$ cat src/rtl/sarg_pkg.sv
// Shared types, constants and codes of the stepper ramp generator.
`timescale 1ns / 1ps
`default_nettype none

package sarg_pkg;

  // Timestamp rate and the fixed-point scale between speed and interval
  localparam int unsigned TICKS_PER_SECOND = 1000000;
  localparam logic [47:0] SCALE = 48'(TICKS_PER_SECOND) << 16;

  // Shared divider width and its step counter width
  localparam int DIV_W     = 48;
  localparam int DIV_CNT_W = $clog2(DIV_W + 1);

  // Format limits
  localparam logic signed [23:0] SPD_MAX = 24'sh7FFFFF;
  localparam logic signed [23:0] SPD_MIN = 24'sh800000;
  localparam logic signed [39:0] RI_MAX  = 40'sh7F_FFFF_FFFF;
  localparam logic signed [39:0] RI_MIN  = 40'sh80_0000_0000;

  // Configuration register indexes
  localparam int CFG_IDX_W = 1;
  localparam logic [CFG_IDX_W-1:0] REG_ACCEL = 1'd0;
  localparam logic [CFG_IDX_W-1:0] REG_FIRST = 1'd1;

  // Item kinds
  typedef enum logic [2:0] {
    K_TICK   = 3'd0,
    K_TARGET = 3'd1,
    K_RUN    = 3'd2,
    K_STOP   = 3'd3,
    K_SETPOS = 3'd4,
    K_SPEED  = 3'd5
  } kind_t;

endpackage

`default_nettype wire

$ cat src/rtl/sarg_div.sv
// Shared restoring divider, one quotient bit per cycle.
`timescale 1ns / 1ps
`default_nettype none

module sarg_div
  import sarg_pkg::*;
(
  input  wire logic             clk,
  input  wire logic             rst_n,
  input  wire logic             go,
  input  wire logic [DIV_W-1:0] dividend,
  input  wire logic [DIV_W-1:0] divisor,
  output logic                  done,
  output logic      [DIV_W-1:0] quotient
);

  logic [DIV_W:0]     rem_r;
  logic [DIV_W-1:0]   quo_r;
  logic [DIV_W-1:0]   den_r;
  logic [DIV_CNT_W-1:0] cnt_r;
  logic               busy_r;
  logic               done_r;

  logic [DIV_W:0] shift;
  logic           fits;

  // Shift in the next dividend bit and trial-subtract
  assign shift = {rem_r[DIV_W-1:0], quo_r[DIV_W-1]};
  assign fits  = shift >= {1'b0, den_r};

  always_ff @(posedge clk) begin
    if (!rst_n) begin
      busy_r <= 1'b0;
      done_r <= 1'b0;
      cnt_r  <= '0;
    end else begin
      if (go) begin
        busy_r <= 1'b1;
        done_r <= 1'b0;
        cnt_r  <= DIV_CNT_W'(DIV_W);
      end else if (busy_r) begin
        cnt_r  <= cnt_r - 1'b1;
        done_r <= (cnt_r == DIV_CNT_W'(1));
        if (cnt_r == DIV_CNT_W'(1)) begin
          busy_r <= 1'b0;
        end
      end else begin
        done_r <= 1'b0;
      end
    end
  end

  // Datapath
  always_ff @(posedge clk) begin
    if (go) begin
      rem_r <= '0;
      quo_r <= dividend;
      den_r <= divisor;
    end else if (busy_r) begin
      rem_r <= fits ? (shift - {1'b0, den_r}) : shift;
      quo_r <= {quo_r[DIV_W-2:0], fits};
    end
  end

  assign done     = done_r;
  assign quotient = quo_r;

endmodule

`default_nettype wire

$ cat src/rtl/stepper_accel_ramp_generator_unit.sv
// Top level of the stepper ramp generator: sequencer, state and stream ports.
//
//  channel  | ports                          | contents
//  ---------+--------------------------------+---------------------------------
//  in       | in_tvalid/in_tready/in_tdata   | tdata: now_us, speed_value,
//           | in_tuser                       |   position_value; tuser: kind
//  out      | out_tvalid/out_tready/out_tdata| step flags, current_position
//  cfg      | cfg_wr_en/cfg_index/cfg_wdata  | acceleration, first_interval
//
// One item at a time; the divisions it needs set how long an item takes.
// Each division runs on the shared divider; a seeking tick that
// starts the ramp-down runs six of them, which sets the worst case.
// Synchronous active-low reset clears all motion state, configuration and control registers.
// A finished result waits in the output register; the next item is taken
// meanwhile and only stalls at its end if the result is still not taken.
`timescale 1ns / 1ps
`default_nettype none

module stepper_accel_ramp_generator_unit
  import sarg_pkg::*;
(
  input  wire logic                 clk,
  input  wire logic                 rst_n,
  input  wire logic                 in_tvalid,
  output logic                      in_tready,
  input  wire logic [87:0]          in_tdata,   // now_us, speed_value, position_value
  input  wire logic [2:0]           in_tuser,   // kind
  output logic                      out_tvalid,
  input  wire logic                 out_tready,
  output logic [39:0]               out_tdata,  // step_pulse, step_forward,
                                                // release_res, running,
                                                // seeking_position,
                                                // current_position, zero pad
  input  wire logic                 cfg_wr_en,
  input  wire logic [CFG_IDX_W-1:0] cfg_index,
  input  wire logic [31:0]          cfg_wdata
);

  typedef enum logic [4:0] {
    S_IDLE, S_DEC, S_DIVW, S_SS_IFS, S_ST, S_ST_IFS, S_ST_END,
    S_UA, S_UA_R, S_CNS, S_CNS_RD, S_CNS_SFI, S_CNS_SFR, S_CNS_CMP,
    S_RUN_END, S_SEEK_SDR, S_SEEK_CNS, S_SEEK_END, S_OUT
  } state_t;

  state_t state_r, dret_r, ua_ret_r, cns_ret_r, st_ret_r;

  // Configuration
  logic [19:0] accel_r;
  logic [31:0] first_r;

  // Motion state
  logic signed [23:0] speed_now_r, speed_goal_r;
  logic [31:0]        interval_now_r, interval_goal_r;
  logic signed [39:0] ramp_int_r;
  logic signed [31:0] ramp_idx_r;
  logic [31:0]        last_r, pos_r, goal_r;
  logic               seek_r;

  // Per-item registers
  logic [2:0]         kind_r;
  logic [31:0]        now_r, posin_r;
  logic signed [23:0] spd_r, st_v_r, ns_r;
  logic               dir_r, qneg_r;
  logic               pulse_r, fwd_r, rel_r;

  // Divider interface
  logic             dv_go_r;
  logic [DIV_W-1:0] dv_a_r, dv_b_r;
  logic             dv_done;
  logic [DIV_W-1:0] dv_q;

  // Output register
  logic        out_valid_r;
  logic [39:0] out_data_r;

  sarg_div u_div (
    .clk      (clk),
    .rst_n    (rst_n),
    .go       (dv_go_r),
    .dividend (dv_a_r),
    .divisor  (dv_b_r),
    .done     (dv_done),
    .quotient (dv_q)
  );

  // Magnitudes of speed operands
  logic [23:0] st_mag, spd_mag;
  assign st_mag  = st_v_r[23] ? 24'(-st_v_r) : 24'(st_v_r);
  assign spd_mag = spd_r[23] ? 24'(-spd_r) : 24'(spd_r);

  // Stop distance operands
  logic signed [47:0] sq_s;
  logic [DIV_W-1:0]   sd_den;
  assign sq_s   = speed_now_r * speed_now_r;
  assign sd_den = {11'b0, accel_r, 17'b0};

  logic        accel_nz, spd_nz, spd_pos;
  logic [39:0] base40;
  assign accel_nz = accel_r != '0;
  assign spd_nz   = speed_now_r != '0;
  assign spd_pos  = spd_nz && !speed_now_r[23];
  assign base40   = {8'b0, (interval_now_r != '0) ? interval_now_r : first_r};

  // Ramp update operands
  logic               dir_up;
  logic [39:0]        ri_mag;
  logic signed [35:0] ri36, t36, den36;
  logic [35:0]        den_mag;
  assign dir_up  = speed_goal_r >= speed_now_r;
  assign ri_mag  = ramp_int_r[39] ? 40'(-ramp_int_r) : 40'(ramp_int_r);
  assign ri36    = {{4{ramp_idx_r[31]}}, ramp_idx_r};
  assign t36     = dir_up ? ri36 : -ri36;
  assign den36   = (t36 <<< 2) + 36'sd1;
  assign den_mag = den36[35] ? 36'(-den36) : 36'(den36);

  // New ramp interval, saturated to 40 bits
  logic signed [42:0] ri43, q43, qs43, c43;
  logic signed [39:0] c_sat;
  assign ri43  = {{3{ramp_int_r[39]}}, ramp_int_r};
  assign q43   = {1'b0, dv_q[41:0]};
  assign qs43  = qneg_r ? -q43 : q43;
  assign c43   = ri43 - qs43;
  assign c_sat = (c43[42:39] == 4'b0000 || c43[42:39] == 4'b1111) ? c43[39:0]
               : (c43[42] ? RI_MIN : RI_MAX);

  // Speed from ramp interval
  logic signed [23:0] sfi_res;
  always_comb begin
    if (!ramp_int_r[39]) begin
      sfi_res = (|dv_q[47:23]) ? SPD_MAX : $signed(dv_q[23:0]);
    end else if ((|dv_q[47:24]) || (dv_q[23] && (|dv_q[22:0]))) begin
      sfi_res = SPD_MIN;
    end else begin
      sfi_res = -$signed(dv_q[23:0]);
    end
  end

  logic [31:0] q_sat32, ri_sat32;
  assign q_sat32  = (|dv_q[47:32]) ? 32'hFFFF_FFFF : dv_q[31:0];
  assign ri_sat32 = (|ri_mag[39:32]) ? 32'hFFFF_FFFF : ri_mag[31:0];

  // Step timing
  logic [31:0] gap, pos_step;
  logic        step_due;
  assign gap      = now_r - last_r;
  assign step_due = (interval_now_r != '0) && ({gap, 8'b0} >= {8'b0, interval_now_r});
  assign pos_step = pos_r + (spd_pos ? 32'd1 : (spd_nz ? 32'hFFFF_FFFF : 32'd0));

  // Run-to-position direction check
  logic [31:0]        rdelta;
  logic               run_flip;
  logic signed [23:0] neg_goal;
  assign rdelta   = posin_r - pos_r;
  assign run_flip = ((rdelta == '0) != (speed_goal_r == '0)) ||
                    (rdelta[31] != speed_goal_r[23]);
  assign neg_goal = (speed_goal_r == SPD_MIN) ? SPD_MAX : -speed_goal_r;

  // Steps still to go while seeking
  logic [31:0] sdelta, togo;
  assign sdelta = goal_r - pos_r;
  assign togo   = sdelta[31] ? 32'(-sdelta) : sdelta;

  assign in_tready = (state_r == S_IDLE);

  always_ff @(posedge clk) begin
    if (!rst_n) begin
      state_r         <= S_IDLE;
      dret_r          <= S_IDLE;
      ua_ret_r        <= S_IDLE;
      cns_ret_r       <= S_IDLE;
      st_ret_r        <= S_IDLE;
      accel_r         <= '0;
      first_r         <= '0;
      speed_now_r     <= '0;
      speed_goal_r    <= '0;
      interval_now_r  <= '0;
      interval_goal_r <= '0;
      ramp_int_r      <= '0;
      ramp_idx_r      <= '0;
      last_r          <= '0;
      pos_r           <= '0;
      goal_r          <= '0;
      seek_r          <= 1'b0;
      dv_go_r         <= 1'b0;
      out_valid_r     <= 1'b0;
    end else begin
      // Configuration writes
      if (cfg_wr_en) begin
        case (cfg_index)
          REG_ACCEL: accel_r <= cfg_wdata[19:0];
          REG_FIRST: first_r <= cfg_wdata;
          default: ;
        endcase
      end

      // Drop the result once taken, unless a new one replaces it
      if (out_valid_r && out_tready && state_r != S_OUT) out_valid_r <= 1'b0;

      case (state_r)
        S_IDLE: begin
          if (in_tvalid) begin
            kind_r  <= in_tuser;
            now_r   <= in_tdata[31:0];
            spd_r   <= $signed(in_tdata[55:32]);
            posin_r <= in_tdata[87:56];
            pulse_r <= 1'b0;
            fwd_r   <= 1'b0;
            rel_r   <= 1'b0;
            state_r <= S_DEC;
          end
        end

        S_DEC: begin
          case (kind_r)
            K_TICK: begin
              if (step_due) begin
                pos_r   <= pos_step;
                last_r  <= now_r;
                pulse_r <= spd_nz;
                fwd_r   <= spd_pos;
                if (seek_r) begin
                  if (goal_r == pos_step) begin
                    // Target reached: stop at once
                    speed_now_r     <= '0;
                    speed_goal_r    <= '0;
                    interval_now_r  <= '0;
                    interval_goal_r <= '0;
                    if (accel_nz) begin
                      ramp_idx_r <= '0;
                      ramp_int_r <= '0;
                    end
                    last_r  <= '0;
                    rel_r   <= 1'b1;
                    seek_r  <= 1'b0;
                    state_r <= S_OUT;
                  end else if (accel_nz) begin
                    if (speed_goal_r != '0) begin
                      dv_go_r <= 1'b1;
                      dv_a_r  <= DIV_W'(unsigned'(sq_s));
                      dv_b_r  <= sd_den;
                      dret_r  <= S_SEEK_SDR;
                      state_r <= S_DIVW;
                    end else begin
                      cns_ret_r <= S_SEEK_END;
                      state_r   <= S_CNS;
                    end
                  end else begin
                    state_r <= S_SEEK_END;
                  end
                end else begin
                  cns_ret_r <= S_OUT;
                  state_r   <= S_CNS;
                end
              end else begin
                state_r <= S_OUT;
              end
            end
            K_TARGET: begin
              st_v_r   <= spd_r;
              st_ret_r <= S_OUT;
              state_r  <= S_ST;
            end
            K_RUN: begin
              goal_r <= posin_r;
              if (accel_nz && run_flip) begin
                st_v_r   <= neg_goal;
                st_ret_r <= S_RUN_END;
                state_r  <= S_ST;
              end else begin
                state_r <= S_RUN_END;
              end
            end
            K_STOP: begin
              speed_now_r     <= '0;
              speed_goal_r    <= '0;
              interval_now_r  <= '0;
              interval_goal_r <= '0;
              if (accel_nz) begin
                ramp_idx_r <= '0;
                ramp_int_r <= '0;
              end
              last_r  <= '0;
              rel_r   <= 1'b1;
              seek_r  <= 1'b0;
              state_r <= S_OUT;
            end
            K_SETPOS: begin
              goal_r  <= posin_r;
              pos_r   <= posin_r;
              state_r <= S_OUT;
            end
            K_SPEED: begin
              speed_now_r <= spd_r;
              if (spd_r == '0) begin
                interval_now_r <= '0;
                rel_r          <= 1'b1;
                ua_ret_r       <= S_OUT;
                state_r        <= S_UA;
              end else begin
                dv_go_r <= 1'b1;
                dv_a_r  <= SCALE;
                dv_b_r  <= {24'b0, spd_mag};
                dret_r  <= S_SS_IFS;
                state_r <= S_DIVW;
              end
            end
            default: state_r <= S_OUT;
          endcase
        end

        // Wait for the shared divider
        S_DIVW: begin
          dv_go_r <= 1'b0;
          if (dv_done) state_r <= dret_r;
        end

        S_SS_IFS: begin
          interval_now_r <= q_sat32;
          ua_ret_r       <= S_OUT;
          state_r        <= S_UA;
        end

        // Set target speed
        S_ST: begin
          speed_goal_r <= st_v_r;
          ua_ret_r     <= S_CNS;
          cns_ret_r    <= S_ST_END;
          if (st_v_r == '0) begin
            interval_goal_r <= '0;
            state_r         <= S_UA;
          end else begin
            dv_go_r <= 1'b1;
            dv_a_r  <= SCALE;
            dv_b_r  <= {24'b0, st_mag};
            dret_r  <= S_ST_IFS;
            state_r <= S_DIVW;
          end
        end

        S_ST_IFS: begin
          interval_goal_r <= q_sat32;
          state_r         <= S_UA;
        end

        S_ST_END: begin
          last_r  <= '0;
          state_r <= st_ret_r;
        end

        // Re-seed the ramp from the present speed
        S_UA: begin
          if (!accel_nz) begin
            state_r <= ua_ret_r;
          end else if (!spd_nz) begin
            ramp_idx_r <= '0;
            ramp_int_r <= '0;
            state_r    <= ua_ret_r;
          end else begin
            dv_go_r <= 1'b1;
            dv_a_r  <= DIV_W'(unsigned'(sq_s));
            dv_b_r  <= sd_den;
            dret_r  <= S_UA_R;
            state_r <= S_DIVW;
          end
        end

        S_UA_R: begin
          ramp_idx_r <= spd_pos ? $signed(dv_q[31:0]) : -$signed(dv_q[31:0]);
          ramp_int_r <= spd_pos ? $signed(base40) : -$signed(base40);
          state_r    <= ua_ret_r;
        end

        // Advance the ramp by one step
        S_CNS: begin
          dir_r <= dir_up;
          if (!accel_nz || speed_now_r == speed_goal_r) begin
            state_r <= cns_ret_r;
          end else if (speed_goal_r == '0 && ramp_idx_r == '0) begin
            interval_now_r <= interval_goal_r;
            speed_now_r    <= '0;
            rel_r          <= 1'b1;
            state_r        <= cns_ret_r;
          end else if (ramp_idx_r == '0) begin
            ramp_int_r <= dir_up ? $signed({8'b0, first_r}) : -$signed({8'b0, first_r});
            state_r    <= S_CNS_SFI;
          end else begin
            qneg_r  <= ramp_int_r[39] ^ den36[35];
            dv_go_r <= 1'b1;
            dv_a_r  <= {7'b0, ri_mag, 1'b0};
            dv_b_r  <= {12'b0, den_mag};
            dret_r  <= S_CNS_RD;
            state_r <= S_DIVW;
          end
        end

        S_CNS_RD: begin
          ramp_int_r <= c_sat;
          state_r    <= S_CNS_SFI;
        end

        S_CNS_SFI: begin
          if (ramp_int_r == '0) begin
            ns_r    <= SPD_MAX;
            state_r <= S_CNS_CMP;
          end else begin
            dv_go_r <= 1'b1;
            dv_a_r  <= SCALE;
            dv_b_r  <= {8'b0, ri_mag};
            dret_r  <= S_CNS_SFR;
            state_r <= S_DIVW;
          end
        end

        S_CNS_SFR: begin
          ns_r    <= sfi_res;
          state_r <= S_CNS_CMP;
        end

        // Clamp at the target speed or take the ramp value
        S_CNS_CMP: begin
          if ((dir_r && ns_r > speed_goal_r) || (!dir_r && ns_r < speed_goal_r)) begin
            interval_now_r <= interval_goal_r;
            speed_now_r    <= speed_goal_r;
          end else begin
            interval_now_r <= ri_sat32;
            speed_now_r    <= ns_r;
            ramp_idx_r     <= dir_r ? ramp_idx_r + 32'sd1 : ramp_idx_r - 32'sd1;
          end
          state_r <= cns_ret_r;
        end

        S_RUN_END: begin
          if (accel_nz) last_r <= '0;
          seek_r  <= 1'b1;
          state_r <= S_OUT;
        end

        // Begin ramping down once the stop distance exceeds what is left
        S_SEEK_SDR: begin
          if (dv_q > {16'b0, togo}) begin
            st_v_r   <= '0;
            st_ret_r <= S_SEEK_CNS;
            state_r  <= S_ST;
          end else begin
            state_r <= S_SEEK_CNS;
          end
        end

        S_SEEK_CNS: begin
          cns_ret_r <= S_SEEK_END;
          state_r   <= S_CNS;
        end

        S_SEEK_END: begin
          seek_r  <= spd_nz;
          state_r <= S_OUT;
        end

        // Hand the result to the output register
        S_OUT: begin
          if (!out_valid_r || out_tready) begin
            out_valid_r <= 1'b1;
            out_data_r  <= {3'b0, pos_r, seek_r, spd_nz, rel_r, fwd_r, pulse_r};
            state_r     <= S_IDLE;
          end
        end

        default: state_r <= S_IDLE;
      endcase
    end
  end

  assign out_tvalid = out_valid_r;
  assign out_tdata  = out_data_r;

endmodule

`default_nettype wire
$ cat config.mk
export PLATFORM = sky130hd
export DESIGN_NAME = stepper_accel_ramp_generator_unit
export DESIGN_NICKNAME = d
export VERILOG_FILES = /design/src/rtl/sarg_pkg.sv /design/src/rtl/sarg_div.sv /design/src/rtl/stepper_accel_ramp_generator_unit.sv
export SDC_FILE = /design/constraint.sdc
export NUM_CORES = 2
export LEC_CHECK = 0
export ABC_AREA = 1
export BUFFER_PORTS_ARGS = -buffer_cell sky130_fd_sc_hd__buf_2
export CORE_UTILIZATION = 40
export DETAILED_ROUTE_END_ITERATION = 6
export HOLD_SLACK_MARGIN = 0.08
export MAX_ROUTING_LAYER = met4
export PLACE_DENSITY = 0.59
export SYNTH_ARGS = -nofsm -noshare
export SYNTH_HDL_FRONTEND = slang
export SYNTH_HIERARCHICAL = 1
export SYNTH_SLANG_ARGS = --single-unit
export TNS_END_PERCENT = 50
$ cat constraint.sdc
create_clock -name clk -period 7.9 [get_ports clk]
set_clock_uncertainty 0.2 [all_clocks]
set_input_delay 1.58 -clock clk [delete_from_list [all_inputs] [get_ports clk]]
set_output_delay 1.58 -clock clk [all_outputs]
set_load 0.02 [all_outputs]
==> reports/metrics.yaml <==
run_status:
  status: "completed"
flow_run:
  drv_cap: 0
timing:
  worstMarginPinSlew_ns: 1.46
  fin_crit_ns: 7.58
  clock.fmax_mhz: 132
  tns_ns: 0
  hold_viol: 0
  setup_viol: 0
  report.final.slew_viol_count: 0
  holdWs_ns: 0.218
  fin_crit_sh_pct: 96.0
  slew_headroom_pct: 2.48
cells_and_area:
  synthToLayoutAreaGrowth_pct: 10.7
  nets: 12200
  fin_area_mm2: 0.0863
  layout-drive-gt1-share_pct: 6.57
pwr:
  p_per_area_mw_per_mm2: 306
  leakagePower_uw: 0.0421
  power_uw: 26400
  ir_drop_uv: 260
worst_setup_path:
  critPathKind: "reg2reg"
  slowest_stage: "fa_1"
  worst_ep_arrival_time_ns: 7.89
  rr_worst_depth: 33
  cpPeakStageDelay_ns: 0.56
  crit_top_cell: "nand2_1"
  cp.required_ns: 8.21
  path_max_fanout: 7
  cp-start-kind: "register"
  cp-end-kind: "register"
grt:
  grt_overflow_total: 0
  grt_util_all_layers_pct: 34.5
  antenna_found_initial: 31
  first_global_vias: 74300
  grt_max_degree: 110
  grt_pass1_wl_um: 490000
cts:
  cts_tree: "done"
  clkTransAtPathRegs_ns: 0.06
  cts_root_buf: "clkbuf_16"
  cts.sinks: 774
  cts_made_buffers: 100
  cts-htree-levels: 3
  clockBufferDepth: 3
  clock_latency_ns: 0.81
route:
  vias: 75800
  via_per_inst: 5.56
  drt-total-wl_um: 334000
  antenna_left: 0
  drc: 0
  drt_iter0_drc: 8100
  firstDrtPassIters: 6
  wire_per_inst_um: 24.5
synthesis:
  synth_top_cells_by_count: "nand2_1 (2,414), inv_1 (1,968), nor2_1 (936)"
  async_flop_share_pct: 0
  yosysWarningCount: 6
  synth_cell_types: 72
  synth_edf_count: 365
  syn_inst: 10900
  ys_seq_elements: 774
  yosysMostFrequentCell: "nand2_1"
  synth.cell_area_mm2: 0.0780
  synthFlopType: "dfxtp_1"
  synth.top_cell.area_share_pct: 14.5
  ys_top_cells_by_area: "fa_1 (15%), edfxtp_1 (14%), nand2_1 (12%)"
  avgSynthCellArea_um2: 7.19
  synth_top_cell_by_area: "fa_1"
  yosysSeqAreaShare_pct: 24.5
die:
  fp.dieH_um: 444
  die_w_um: 444
  die_area_mm2: 0.197
  ios: 171
  rows: 161
  initial_core_util_pct: 40.4
  coreArea_mm2: 0.193
min_path:
  min_path_type: "reg2reg"
  hold_depth: 0
place:
  dp_hpwl_um: 269000
  postPlaceCellArea_mm2: 0.0828
  io_buffers: 167
  gp_congestion: 1.05
==> worst max-delay path: cells and delay by family, from the launching register on <==
family                   cells  cell delay (ns)
adder cells (fa/ha/maj)      8             3.86
buffers and inverters        8             0.65
AND/OR/NAND/NOR             13             1.25
flip-flops                   1             0.52
AO/OA/AOI/OAI                4             0.88
==> flip-flops by register name (all words and copies together) (netlist names), 37 cells and up <==
signal,cells
dv_a_r,48
u_div/den_r,48
u_div/quotient,48
u_div/rem_r,48
dv_b_r,40
ramp_int_r,40
out_tdata,37
==> kinds of logic after synthesis <==
family                   Yosys count  share of synthesized area [%]
other                              1                        0.00481
AND/OR/NAND/NOR                 4426                           23.8
flip-flops                       774                           24.5
adder cells (fa/ha/maj)         1041                           22.1
XOR/XNOR                         391                           4.39
AO/OA/AOI/OAI                   1824                           13.4
multiplexers                       2                         0.0257
buffers and inverters           2391                           11.7
==> through the flow <==
step	utilization [%]	setup WS (ns)	instances
2_1_floorplan	-	0.165	10900
3_3_place_gp	42.9	-0.0337	13400
3_5_place_dp	42.9	-0.0585	13400
4_1_cts	44.7	0.145	13600
5_1_grt	44.7	-0.00629	13600
6_report	44.7	0.319	13600
==> report_power, final <==
group          switching, uW  internal [uW]  total [uW]
Combinational          10900           4610       15500
Sequential               883           5170        6050
Clock                   2090           2790        4880
==> layout by cell type (no fill, tap or decap), types with 23 or more instances in the layout <==
cell | synthesis | final
buf_4 | 8 | 269
nand2_1 | 2414 | 2413
a31oi_1 | 80 | 78
fa_1 | 565 | 564
nand3_1 | 539 | 537
inv_1 | 1968 | 1966
nor2_1 | 936 | 919
o21ai_0 | 604 | 599
nor3_1 | 144 | 142
edfxtp_1 | 365 | 365
o221ai_1 | 71 | 71
xnor2_1 | 134 | 131
nor4_1 | 41 | 40
xor2_1 | 257 | 257
o41ai_1 | 28 | 28
nand4_1 | 252 | 252
o211ai_1 | 65 | 65
a211oi_1 | 37 | 37
o2111ai_1 | 23 | 23
o22ai_1 | 41 | 41
a21oi_1 | 709 | 708
ha_1 | 476 | 476
buf_2 | 51 | 166
dfxtp_1 | 409 | 396
clkbuf_16 | 0 | 102
==> area by class of cell <==
class                      instances  area, um^2
clock inverter                    61         733
inverter                        1987        7470
fill                           19900      107000
timing repair buffer             449        3090
tap                             2526        3160
clock buffer                     128        2720
multi-input combinational       7695       50000
sequential                       774       19200
antenna                           12        30.0
==> path summary, 6_finish.rpt <==
kind         slack, ns            from              end
max               0.32  speed_now_r[4]       dv_a_r[47]
min               0.22      dv_b_r[27]  u_div/den_r[27]
max reg2reg       0.32  speed_now_r[4]       dv_a_r[47]
min reg2reg       0.22      dv_b_r[27]  u_div/den_r[27]
==> what timing repair did <==
action                                  in CTS  in global routing
endpoints found under the setup margin       3                 10
hold buffers                                 0                  0
setup buffers                                0                  0
resized for setup                            2                 23
==> layer usage <==
layer / track usage (%) / vias up / routed length, um
met5: - / - / 0
met4: 14.2 / 0 / 15800
met3: 5.83 / 622 / 27000
met2: 53.3 / 3063 / 149000
met1: 44.8 / 36700 / 142000
li1: - / 35400 / -
Power figures use the tool's default switching activity.
